File: config.mk
export PLATFORM = sky130hd
export DESIGN_NAME = midpoint_circle_rasterizer_unit
export DESIGN_NICKNAME = d
export VERILOG_FILES = /design/src/rtl/mcr_pkg.sv /design/src/rtl/mcr_ctrl.sv /design/src/rtl/mcr_dp.sv /design/src/rtl/mcr_addr.sv /design/src/rtl/midpoint_circle_rasterizer_unit.sv
export SDC_FILE = /design/constraint.sdc
export NUM_CORES = 1
export LEC_CHECK = 0
export ABC_AREA = 1
export BUFFER_PORTS_ARGS = -buffer_cell sky130_fd_sc_hd__buf_4
export CELL_PAD_IN_SITES_DETAIL_PLACEMENT = 1
export CELL_PAD_IN_SITES_GLOBAL_PLACEMENT = 1
export CORE_ASPECT_RATIO = 1.75
export CORE_MARGIN = 3
export CORE_UTILIZATION = 45
export CTS_BUF_LIST = sky130_fd_sc_hd__clkbuf_4 sky130_fd_sc_hd__clkbuf_8 sky130_fd_sc_hd__clkbuf_16
export DETAILED_ROUTE_END_ITERATION = 12
export GPL_TIMING_DRIVEN = 0
export HOLD_SLACK_MARGIN = 0.12
export PLACE_DENSITY_LB_ADDON = 0.2
export SYNTH_ARGS = -nofsm -noshare
export SYNTH_HDL_FRONTEND = slang
export SYNTH_SLANG_ARGS = --single-unit
File: constraint.sdc
create_clock -name clk -period 6.61 [get_ports clk]
set_input_delay 1.322 -clock clk [delete_from_list [all_inputs] [get_ports clk]]
set_output_delay 1.322 -clock clk [all_outputs]
set_load 0.01 [all_outputs]
File: src/rtl/mcr_pkg.sv
// ----------------------------------------------------------------------------
// mcr_pkg: shared types and constants of the midpoint circle rasterizer
// Field widths, register indexes and the control structures that pass
// between the controller, the loop datapath and the offset pipeline.
// ----------------------------------------------------------------------------
package mcr_pkg;

	localparam int DIAM_W     = 5;
	localparam int IN_COORD_W = 12;
	localparam int COLOR_W    = 32;
	localparam int PT_W       = 13;
	localparam int OFF_W      = 27;
	localparam int PITCH_W    = 15;
	localparam int BPP_W      = 3;
	localparam int CFG_IDX_W  = 2;
	localparam int CFG_DATA_W = 15;
	localparam int S_TDATA_W  = 64;
	localparam int M_TDATA_W  = 88;
	localparam int ITER_W     = 3;

	localparam logic [CFG_IDX_W-1:0] REG_ROW_PITCH = 2'd0;
	localparam logic [CFG_IDX_W-1:0] REG_BPP       = 2'd1;

	localparam logic [PITCH_W-1:0] PITCH_RESET = 15'd4096;
	localparam logic [BPP_W-1:0]   BPP_RESET   = 3'd4;

	localparam logic [2:0]        LAST_OCTANT = 3'd7;
	localparam logic [ITER_W-1:0] LAST_ITER   = 3'd6;

	typedef enum logic {
		ST_IDLE,
		ST_RUN
	} ctrl_state_t;

	typedef struct packed {
		logic       load;
		logic       step;
		logic [2:0] octant;
	} dp_cmd_t;

	typedef struct packed {
		logic valid;
		logic last;
	} emit_t;

	typedef struct packed {
		logic [PT_W-1:0]    x;
		logic [PT_W-1:0]    y;
		logic [COLOR_W-1:0] color;
	} point_t;

endpackage

File: src/rtl/mcr_ctrl.sv
// ----------------------------------------------------------------------------
// mcr_ctrl: sequencer of the midpoint circle rasterizer
// Takes a request, walks the eight octants of every loop iteration and
// tells the datapath when to load, when to advance the loop and when a
// pixel write enters the offset pipeline.
// ----------------------------------------------------------------------------
module mcr_ctrl (
	input  logic             clk,
	input  logic             arst_n,
	input  logic             s_tvalid,
	output logic             s_tready,
	input  logic             req_nonzero,
	input  logic             cont,
	input  logic             pipe_en,
	output mcr_pkg::dp_cmd_t cmd,
	output mcr_pkg::emit_t   emit
);
	import mcr_pkg::*;

	ctrl_state_t state_q, state_d;
	logic [2:0]  octant_q;
	logic        at_last_octant;

	assign at_last_octant = (octant_q == LAST_OCTANT);

	always_ff @(posedge clk or negedge arst_n) begin
		if (!arst_n) begin
			state_q  <= ST_IDLE;
			octant_q <= '0;
		end else begin
			state_q <= state_d;
			if (cmd.load) begin
				octant_q <= '0;
			end else if (emit.valid) begin
				octant_q <= octant_q + 3'd1;
			end
		end
	end

	always_comb begin
		state_d = state_q;
		unique case (state_q)
			ST_IDLE: begin
				if (s_tvalid && req_nonzero) begin
					state_d = ST_RUN;
				end
			end
			ST_RUN: begin
				if (pipe_en && at_last_octant && !cont) begin
					state_d = ST_IDLE;
				end
			end
			default: state_d = ST_IDLE;
		endcase
	end

	always_comb begin
		s_tready   = 1'b0;
		cmd.load   = 1'b0;
		cmd.step   = 1'b0;
		cmd.octant = octant_q;
		emit.valid = 1'b0;
		emit.last  = 1'b0;
		unique case (state_q)
			ST_IDLE: begin
				s_tready = 1'b1;
				cmd.load = s_tvalid && req_nonzero;
			end
			ST_RUN: begin
				emit.valid = pipe_en;
				cmd.step   = pipe_en && at_last_octant;
				emit.last  = pipe_en && at_last_octant && !cont;
			end
			default: ;
		endcase
	end

	a_hold_when_stalled: assert property (@(posedge clk) disable iff (!arst_n)
		(state_q == ST_RUN && !pipe_en) |=> $stable(octant_q))
		else $error("octant moved while the pipeline was stalled");

	a_idle_after_last: assert property (@(posedge clk) disable iff (!arst_n)
		emit.last |=> (state_q == ST_IDLE))
		else $error("sequencer kept running after the last write");

	a_load_only_idle: assert property (@(posedge clk) disable iff (!arst_n)
		cmd.load |-> (state_q == ST_IDLE && s_tready))
		else $error("request loaded while a circle was in progress");

	a_last_on_octant: assert property (@(posedge clk) disable iff (!arst_n)
		emit.last |-> (emit.valid && octant_q == LAST_OCTANT))
		else $error("last write marked away from the final octant");

endmodule

File: src/rtl/mcr_dp.sv
// ----------------------------------------------------------------------------
// mcr_dp: loop datapath of the midpoint circle rasterizer
// Holds the doubled center, the doubled offsets and the scaled decision
// value, mirrors the offsets into the current octant and advances the loop.
// ----------------------------------------------------------------------------
module mcr_dp #(
	parameter int COORD_BITS   = 12,
	parameter int MAX_DIAMETER = 16
) (
	input  logic                                   clk,
	input  logic                                   arst_n,
	input  mcr_pkg::dp_cmd_t                       cmd,
	input  logic [mcr_pkg::DIAM_W-1:0]             req_diameter,
	input  logic [mcr_pkg::IN_COORD_W-1:0]         req_top_row,
	input  logic [mcr_pkg::IN_COORD_W-1:0]         req_left_col,
	input  logic [mcr_pkg::COLOR_W-1:0]            req_color,
	output logic                                   cont,
	output mcr_pkg::point_t                        point
);
	import mcr_pkg::*;

	localparam int OW = $clog2(MAX_DIAMETER + 1);
	localparam int XW = OW + 2;
	localparam int PW = OW + 6;
	localparam int CW = COORD_BITS + 2;

	logic [DIAM_W-1:0]       d_sat;
	logic [COORD_BITS-1:0]   row_m, col_m;
	logic [CW-1:0]           c2x_q, c2y_q;
	logic [COLOR_W-1:0]      color_q;
	logic signed [XW-1:0]    x2_q, y2_q, x2_n, y2_n;
	logic signed [PW-1:0]    p4_q, p4_n, p4_init, x2_ext, y2_ext;
	logic [ITER_W-1:0]       iter_q;
	logic [OW-1:0]           off_col, off_row;
	logic [CW-1:0]           col2, row2;

	assign d_sat = (req_diameter > DIAM_W'(MAX_DIAMETER)) ? DIAM_W'(MAX_DIAMETER)
	                                                      : req_diameter;
	assign row_m = COORD_BITS'(req_top_row);
	assign col_m = COORD_BITS'(req_left_col);

	assign p4_init = (d_sat[0] ? PW'(7) : PW'(8)) - PW'({d_sat, 1'b0});

	assign x2_ext = PW'(x2_q);
	assign y2_ext = PW'(y2_q);

	always_comb begin
		x2_n = x2_q + XW'(2);
		if (p4_q < 0) begin
			p4_n = p4_q + (x2_ext <<< 2) + PW'(12);
			y2_n = y2_q;
		end else begin
			p4_n = p4_q + ((x2_ext - y2_ext) <<< 2) + PW'(20);
			y2_n = y2_q - XW'(2);
		end
	end

	assign cont = (x2_n <= y2_n) && (iter_q < LAST_ITER);

	always_ff @(posedge clk or negedge arst_n) begin
		if (!arst_n) begin
			iter_q <= '0;
		end else if (cmd.load) begin
			iter_q <= '0;
		end else if (cmd.step) begin
			iter_q <= iter_q + ITER_W'(1);
		end
	end

	always_ff @(posedge clk) begin
		if (cmd.load) begin
			c2x_q   <= CW'({col_m, 1'b0}) + CW'(d_sat) - CW'(1);
			c2y_q   <= CW'({row_m, 1'b0}) + CW'(d_sat) - CW'(1);
			color_q <= req_color;
			x2_q    <= d_sat[0] ? XW'(0) : XW'(1);
			y2_q    <= XW'(d_sat) - XW'(1);
			p4_q    <= p4_init;
		end else if (cmd.step) begin
			x2_q <= x2_n;
			y2_q <= y2_n;
			p4_q <= p4_n;
		end
	end

	assign off_col = cmd.octant[2] ? y2_q[OW-1:0] : x2_q[OW-1:0];
	assign off_row = cmd.octant[2] ? x2_q[OW-1:0] : y2_q[OW-1:0];
	assign col2 = cmd.octant[1] ? (c2x_q - CW'(off_col)) : (c2x_q + CW'(off_col));
	assign row2 = cmd.octant[0] ? (c2y_q - CW'(off_row)) : (c2y_q + CW'(off_row));

	assign point.x     = PT_W'(col2 >> 1);
	assign point.y     = PT_W'(row2 >> 1);
	assign point.color = color_q;

endmodule

File: src/rtl/mcr_addr.sv
// ----------------------------------------------------------------------------
// mcr_addr: offset pipeline of the midpoint circle rasterizer
// Registers each pixel write, forms row and column products, adds them into
// the byte offset and holds the finished word for the output channel.
// ----------------------------------------------------------------------------
module mcr_addr (
	input  logic                             clk,
	input  logic                             arst_n,
	input  logic [mcr_pkg::PITCH_W-1:0]      row_pitch,
	input  logic [mcr_pkg::BPP_W-1:0]        bpp,
	input  mcr_pkg::emit_t                   emit,
	input  mcr_pkg::point_t                  point,
	output logic                             pipe_en,
	output logic                             m_tvalid,
	input  logic                             m_tready,
	// point_x[12:0], point_y[25:13], byte_offset[52:26], write_color[84:53]
	output logic [mcr_pkg::M_TDATA_W-1:0]    m_tdata,
	output logic                             m_tlast
);
	import mcr_pkg::*;

	localparam int PY_W = PT_W + PITCH_W;
	localparam int PX_W = PT_W + BPP_W;

	logic                 v_s1, v_s2, out_valid_q;
	logic                 last_s1, last_s2, last_q;
	point_t               pt_s1, pt_s2, pt_q;
	logic [PY_W-1:0]      prod_y_s2;
	logic [PX_W-1:0]      prod_x_s2;
	logic [OFF_W-1:0]     offset_q;

	assign pipe_en = !out_valid_q || m_tready;

	always_ff @(posedge clk or negedge arst_n) begin
		if (!arst_n) begin
			v_s1        <= 1'b0;
			v_s2        <= 1'b0;
			out_valid_q <= 1'b0;
		end else if (pipe_en) begin
			v_s1        <= emit.valid;
			v_s2        <= v_s1;
			out_valid_q <= v_s2;
		end
	end

	always_ff @(posedge clk) begin
		if (pipe_en) begin
			pt_s1     <= point;
			last_s1   <= emit.last;
			pt_s2     <= pt_s1;
			last_s2   <= last_s1;
			prod_y_s2 <= PY_W'(pt_s1.y) * PY_W'(row_pitch);
			prod_x_s2 <= PX_W'(pt_s1.x) * PX_W'(bpp);
			pt_q      <= pt_s2;
			last_q    <= last_s2;
			offset_q  <= OFF_W'(prod_y_s2 + PY_W'(prod_x_s2));
		end
	end

	assign m_tvalid = out_valid_q;
	assign m_tlast  = last_q;
	assign m_tdata  = {3'b000, pt_q.color, offset_q, pt_q.y, pt_q.x};

endmodule

File: src/rtl/midpoint_circle_rasterizer_unit.sv
// ----------------------------------------------------------------------------
// midpoint_circle_rasterizer_unit: midpoint circle rasterizer, top level
// Flow: the first pixel write of an accepted request passes the offset
// pipeline stages s1, s2 and the output register before it is offered;
// one write per cycle after that while the output is not stalled. Up to
// 56 writes per circle, eight per loop iteration; the next request is
// taken the cycle after the last write leaves the sequencer.
// Reset: asynchronous, active low; idles the sequencer, empties the pipeline.
// ----------------------------------------------------------------------------
module midpoint_circle_rasterizer_unit #(
	parameter int MAX_DIAMETER = 16,
	parameter int COORD_BITS   = 12
) (
	input  logic                              clk,
	input  logic                              arst_n,
	input  logic                              s_tvalid,
	output logic                              s_tready,
	// circle_diameter[4:0], box_top_row[16:5], box_left_col[28:17],
	// pixel_color[60:29]
	input  logic [mcr_pkg::S_TDATA_W-1:0]     s_tdata,
	output logic                              m_tvalid,
	input  logic                              m_tready,
	// point_x[12:0], point_y[25:13], byte_offset[52:26], write_color[84:53]
	output logic [mcr_pkg::M_TDATA_W-1:0]     m_tdata,
	output logic                              m_tlast,
	input  logic                              cfg_we,
	input  logic [mcr_pkg::CFG_IDX_W-1:0]     cfg_index,
	input  logic [mcr_pkg::CFG_DATA_W-1:0]    cfg_data
);
	import mcr_pkg::*;

	logic [PITCH_W-1:0]    row_pitch_q;
	logic [BPP_W-1:0]      bpp_q;
	logic [DIAM_W-1:0]     req_diameter;
	logic [IN_COORD_W-1:0] req_top_row, req_left_col;
	logic [COLOR_W-1:0]    req_color;
	logic                  cont, pipe_en;
	dp_cmd_t               cmd;
	emit_t                 emit;
	point_t                point;

	assign req_diameter = s_tdata[4:0];
	assign req_top_row  = s_tdata[16:5];
	assign req_left_col = s_tdata[28:17];
	assign req_color    = s_tdata[60:29];

	always_ff @(posedge clk or negedge arst_n) begin
		if (!arst_n) begin
			row_pitch_q <= PITCH_RESET;
			bpp_q       <= BPP_RESET;
		end else if (cfg_we) begin
			unique case (cfg_index)
				REG_ROW_PITCH: row_pitch_q <= cfg_data;
				REG_BPP:       bpp_q       <= cfg_data[BPP_W-1:0];
				default: ;
			endcase
		end
	end

	mcr_ctrl u_ctrl (
		.clk         (clk),
		.arst_n      (arst_n),
		.s_tvalid    (s_tvalid),
		.s_tready    (s_tready),
		.req_nonzero (req_diameter != '0),
		.cont        (cont),
		.pipe_en     (pipe_en),
		.cmd         (cmd),
		.emit        (emit)
	);

	mcr_dp #(
		.COORD_BITS   (COORD_BITS),
		.MAX_DIAMETER (MAX_DIAMETER)
	) u_dp (
		.clk          (clk),
		.arst_n       (arst_n),
		.cmd          (cmd),
		.req_diameter (req_diameter),
		.req_top_row  (req_top_row),
		.req_left_col (req_left_col),
		.req_color    (req_color),
		.cont         (cont),
		.point        (point)
	);

	mcr_addr u_addr (
		.clk       (clk),
		.arst_n    (arst_n),
		.row_pitch (row_pitch_q),
		.bpp       (bpp_q),
		.emit      (emit),
		.point     (point),
		.pipe_en   (pipe_en),
		.m_tvalid  (m_tvalid),
		.m_tready  (m_tready),
		.m_tdata   (m_tdata),
		.m_tlast   (m_tlast)
	);

endmodule
==> reports/metrics.cfg, run 1 <==
[detailed_routing]
dr.pass1.iters=4
detailedRoute.firstIterationViolations=679
viasPerCell=5.14
wl_per_cell_um=19.3
wl_um=66900
antenna_left=0
drc=0
vias=17900

[place]
globalplace.congestion=0.966
dp_cells=3413
port_buffers=170
dp_hpwl_um=54900

[yosys]
synth_top_area_cell=edfxtp_1
yosys.area_share.simple_pct=14.2
synth_seq_cells=356
synth_compound_area_share_pct=5.34
ys_async_sr_fraction_pct=7.87
synth_top_area_share_pct=40.0
synthFlopType=edfxtp_1
yosysSeqAreaShare_pct=42.8
synth_area_sq_mm=0.0246
synth_fa_ha_area_share_pct=23.9
synth.area.mux_share_pct=0.548
yosysUniqueCellTypes=44
synth.area.top_cells=edfxtp_1 (40%), fa_1 (13%), ha_1 (11%)
syn_area_per_cell_sq_um=9.66
synthCells=2551
synth_edf_count=328
synth_top_family_by_area=adder cells
synth_xor_area_share_pct=4.09
yosysWarnings=0
synth.top_cells.by_count=nand2_1 (613), inv_1 (549), edfxtp_1 (328)
synth_most_common_cell=nand2_1

[critical_path]
cp_common_cell=fa_1
worstPathCellList=clkbuf_1, nand2_1, fa_1, fa_1, inv_1, fa_1, fa_1, inv_1, fa_1, inv_1, ha_1, nand2_1, inv_1, nand2_1, nor2_1, nand4_1, nand3_1, xor2_1
crit_type=reg2reg
worstReg2RegEnd=u_addr.prod_y_s2[23]$_DFFE_PP_
slowest_delay_ps=660
end_kind=register
rr_startpoint=u_addr.pt_s1[38]$_DFFE_PP_
startpoint_type=register
rr_worst_depth=18
rrSetupSlack_ps=720
cp.arrival_ps=6180
cp_slowest_cell=edfxtp_1
critPathMaxFanout=10
cp_data_required_time_ps=6900

[timing]
tightest_slew_ps=1360
relSlewSlack_pct=8.13
skew_ps=20.9
setup_viol_count_final=0
final_max_slew_viol_count=0
rsz0062_at_grt=no
clock.fmax_mhz=170
min_period_ps=5890
fin_crit_sh_pct=89.2
hold_viol_final=0

[final_layout]
fill_cells=6137
layout.nets=3226
drive_gt1_share_pct=9.68
num_antenna_cells=0
area_delta_synth_final_pct=13.6
multi_input_area_sq_mm=0.0118
regArea_sq_mm=0.0106
final_cells=3473

[cts]
numCtsBuffers=35
cts.clk_slew.worst_paths_ps=60
cts-root-buf=clkbuf_16
htreeDepth=2
cts.path.max_buffers=3
ctsResizeCount=0
clk_latency_ps=560
cts_tree=built
post_cts_buffers=0
hold_buffers=0
clock-sinks=356

[global_routing]
global_route.peak_usage_layer=met2
grt_overflow=0
antenna_found_initial=0
gr-usage-met2_pct=48.1
grt_max_degree=70
grt.total_usage_pct=23.4
grt_pass1_vias=20200
met3_usage_pct=2.65
grt_pass1_wl_um=105000
use_met1_pct=21.6

[floorplanning]
die_area_sq_mm=0.0577
core-area_sq_mm=0.0538
num_rows=112
start_util_pct=45.8
io_pins=177
dieWidth_um=183
die_h_um=316

[status]
status=completed

[worst_hold_path]
hold_end=u_addr.pt_s1[14]$_DFFE_PP_
worstHoldPathType=reg2reg
holdPathStages=0
hold_start=u_dp.color_q[14]$_DFFE_PP_

[flow_run]
max_cap_violations=0

layout by cell type (no fill, tap or decap), types with 4 or more instances in the layout:
| cell | n |
|---|---|
| a211oi_1 | 7 |
| a21o_1 | 13 |
| a21oi_1 | 107 |
| buf_12 | 6 |
| buf_4 | 174 |
| clkbuf_1 | 33 |
| clkbuf_16 | 35 |
| clkbuf_4 | 5 |
| clkinv_1 | 8 |
| clkinvlp_4 | 4 |
| dfrtp_1 | 26 |
| edfxtp_1 | 328 |
| fa_1 | 161 |
| ha_1 | 213 |
| inv_1 | 548 |
| mux2_2 | 12 |
| nand2_1 | 613 |
| nand2_2 | 7 |
| nand3_1 | 69 |
| nand3b_1 | 11 |
| nand4_1 | 22 |
| nor2_1 | 118 |
| nor3_1 | 12 |
| o21ai_0 | 80 |
| o21ai_1 | 10 |
| o21ai_2 | 4 |
| o21bai_1 | 7 |
| xnor2_1 | 25 |
| xor2_1 | 90 |
sequential cells by signal, indices dropped and copies added (netlist names), 3 cells and up:
register	count
u_addr.m_tdata	58
u_addr.pt_s1	58
u_addr.pt_s2	58
u_dp.color_q	32
u_addr.offset_q	27
u_addr.prod_y_s2	27
u_addr.prod_x_s2	16
row_pitch_q	15
u_dp.c2y_q	14
u_dp.c2x_q	13
u_dp.p4_q	9
u_dp.y2_q	7
u_dp.x2_q	6
bpp_q	3
u_ctrl.octant_q	3
u_dp.iter_q	3
final cells by class:
cell class	instances	area share, %
clock inverter	19	0.608
timing repair buffer	176	4.99
inverter	550	7.38
tap	684	3.06
multi-input combinational	1606	42.3
buffer	41	0.679
sequential	356	37.7
clock buffer	41	3.31
metrics by stage:
step                util, %  hold slack [ps]  area (sq um)  setup slack [ps]  setup TNS (ps)
detailed placement     50.0              405         26900               785               0
finish                 52.0              415         28000               717               0
global placement       49.8              400         26800              -817         -198210
CTS                    52.0              417         28000               759               0
floorplan                 -              400         24700               879               0
global route           52.0              417         28000               399               0
per-layer routing:
metal	routed length, um	share of wire (%)	vias up
li1	-	-	8511
met1	22300	33	8851
met2	38600	58	329
met3	1860	2.8	166
met4	4230	6.3	0
met5	0	0	-
worst max path at each step:
stage | start | endpoint | slack [ps] | depth (start not counted)
final | u_addr.pt_s1[38]$_DFFE_PP_ | u_addr.prod_y_s2[23]$_DFFE_PP_ | 720 | 18
after global routing | u_addr.pt_s1[33]$_DFFE_PP_ | u_addr.prod_y_s2[19]$_DFFE_PP_ | 400 | 20
after CTS | u_addr.pt_s1[38]$_DFFE_PP_ | u_addr.prod_y_s2[23]$_DFFE_PP_ | 760 | 18
after detailed placement | u_addr.pt_s1[38]$_DFFE_PP_ | u_addr.prod_y_s2[25]$_DFFE_PP_ | 780 | 19
after global placement | m_tready | u_addr.offset_q[16]$_DFFE_PP_ | -820 | 3
after floorplan | m_tready | u_addr.last_s1$_SDFFCE_PN0P_ | 880 | 2
logic make-up after synthesis:
group	Yosys count
other	1
flip-flops	356
XOR/XNOR	115
multiplexers	12
buffers and inverters	591
AO/OA/AOI/OAI	239
AND/OR/NAND/NOR	863
adder cells (fa/ha/maj)	374
critical path, delay by kind of cell (launching register included):
kind / cells / cell delay [ps]
XOR/XNOR: 1 / 90
adder cells (fa/ha/maj): 6 / 3020
AND/OR/NAND/NOR: 6 / 1050
buffers and inverters: 5 / 810
flip-flops: 1 / 660
Power of run 1 is left out: the tool's default activity adds up to more than one toggle a clock period on the data nets, which glitch-free logic cannot reach.
==> inputs of run 2 (changes only) <==
PLACE_DENSITY_LB_ADDON = 0.1   (was 0.2)
==> run 2 against run 1 <==
Compared with the run above:
- first-iteration DRC count is 15% lower
- core utilization is 0.34 points higher
- register-to-register slack better by 30 ps
- setup slack better by 34 ps
- via count is 0.91% lower
- fmax is 0.58% higher
==> reports/metrics.cfg, run 2 (synthesis results as in run 1) <==
[cts]
cts.path.max_buffers=3
hold_buffers=0
cts-root-buf=clkbuf_16
cts_tree=built
cts.clk_slew.worst_paths_ps=60
clock-sinks=356
clk_latency_ps=570
ctsResizeCount=0
post_cts_buffers=0
htreeDepth=2
numCtsBuffers=36

[floorplanning]
die_h_um=316
core-area_sq_mm=0.0538
die_area_sq_mm=0.0577
dieWidth_um=183
num_rows=112
start_util_pct=45.8
io_pins=177

[final_layout]
drive_gt1_share_pct=10.0
layout.nets=3228
fin_util_pct=52.4
area_delta_synth_final_pct=14.4
final_cells=3480
layout_common_cells=nand2_1 (613), inv_1 (548), edfxtp_1 (328)
fill_cells=6149
final_common_cell=nand2_1

[worst_hold_path]
worstHoldPathType=reg2reg

[critical_path]
crit_type=reg2reg
critPathMaxFanout=10
cp_common_cell=inv_1
cp_slowest_cell=edfxtp_1
worstPathCellList=clkbuf_1, nand2_1, inv_1, fa_1, inv_1, fa_1, inv_1, fa_1, fa_1, inv_1, fa_1, inv_1, ha_1, a21oi_1, o21ai_0, inv_1, nor2_1, o21ai_0, nand3_1, nand2_1, nand2_1
rr_worst_depth=21
cp.buffers_inverters=7
setup.worst_path.start=u_addr.pt_s1[35]$_DFFE_PP_
startpoint_type=register
critPathTopFamily=adder cells
worstReg2RegEnd=u_addr.prod_y_s2[25]$_DFFE_PP_
slowest_delay_ps=590
cp.arrival_ps=6160
cp_data_required_time_ps=6910
critPathCapture=u_addr.prod_y_s2[25]$_DFFE_PP_
rr_startpoint=u_addr.pt_s1[35]$_DFFE_PP_
end_kind=register
crit_cells=21
rrSetupSlack_ps=750

[place]
dp_cells=3414
dp_hpwl_um=53700
globalplace.congestion=0.914
port_buffers=170

[timing]
relSlewSlack_pct=22.7
rsz0062_at_grt=no
fin_crit_sh_pct=88.6
tightest_slew_ps=1150
skew_ps=25.9
whs_ps=417
final_max_slew_viol_count=0
hold_viol_final=0
min_period_ps=5860
clock.fmax_mhz=171
setup_viol_count_final=0

[detailed_routing]
wl_um=65000
detailedRoute.firstIterationViolations=579
viasPerCell=5.08
drc=0
dr.pass1.iters=5
antenna_left=0
wl_per_cell_um=18.7
vias=17700

[global_routing]
gr-usage-met2_pct=46.9
antenna_found_initial=1
grt_pass1_wl_um=103000
grt_overflow=0
grt_max_degree=50
grt_pass1_vias=19900
grt.total_usage_pct=23.0
global_route.peak_usage_layer=met2
use_met1_pct=21.6
met3_usage_pct=2.53

[flow_run]
max_cap_violations=0

[status]
status=completed

## run 2: how the worst min path moves through the flow
stage,endpoint,depth (start not counted),start
floorplan,u_addr.last_s2$_DFFE_PP_,0,u_addr.last_s1$_SDFFCE_PN0P_
global placement,u_addr.pt_s2[0]$_DFFE_PP_,0,u_addr.pt_s1[0]$_DFFE_PP_
detailed placement,u_addr.m_tdata[8]$_DFFE_PP_,0,u_addr.pt_s2[53]$_DFFE_PP_
CTS,u_addr.m_tdata[12]$_DFFE_PP_,0,u_addr.pt_s2[57]$_DFFE_PP_
global route,u_addr.m_tdata[12]$_DFFE_PP_,0,u_addr.pt_s2[57]$_DFFE_PP_
finish,u_addr.m_tdata[12]$_DFFE_PP_,0,u_addr.pt_s2[57]$_DFFE_PP_
## run 2: metal layers
layer | share of wire, % | wire [um] | vias up
met5 | 0 | 0 | -
met4 | 6.5 | 4210 | 0
met3 | 2.7 | 1740 | 150
met2 | 58 | 37400 | 281
met1 | 33 | 21600 | 8749
li1 | - | - | 8514
## run 2: final cells by class
type | count | area, sq um | share of cell area [%]
multi-input cells | 1606 | 11800 | 42.0
clock buffers | 42 | 963 | 3.42
repair buffers | 177 | 1420 | 5.05
diodes | 1 | 2.50 | 0.00888
well taps | 684 | 856 | 3.04
inverters | 550 | 2070 | 7.34
flip-flops and latches | 356 | 10600 | 37.4
plain buffers | 41 | 190 | 0.675
clock inverters | 23 | 287 | 1.02
## run 2: through the flow
| step | setup slack [ps] | cell area [sq um] | TNS (ps) |
|---|---|---|---|
| global route | 521 | 28200 | 0 |
| global placement | -831 | 26800 | -197740 |
| floorplan | 879 | 24700 | 0 |
| CTS | 778 | 28200 | 0 |
| detailed placement | 795 | 26900 | 0 |
| finish | 751 | 28200 | 0 |
## run 2: worst register-to-register path, stage by stage, from the launching register on
cell      delay [ps]
edfxtp_1         590
clkbuf_1         440
nand2_1          170
inv_1             70
fa_1             530
inv_1             50
fa_1             520
inv_1             50
fa_1             490
fa_1             500
inv_1             50
fa_1             520
inv_1             40
ha_1             350
a21oi_1          280
o21ai_0          130
inv_1            120
nor2_1            70
o21ai_0          350
nand3_1          120
nand2_1           80
nand2_1           50
Power of run 2 is left out for the same reason.
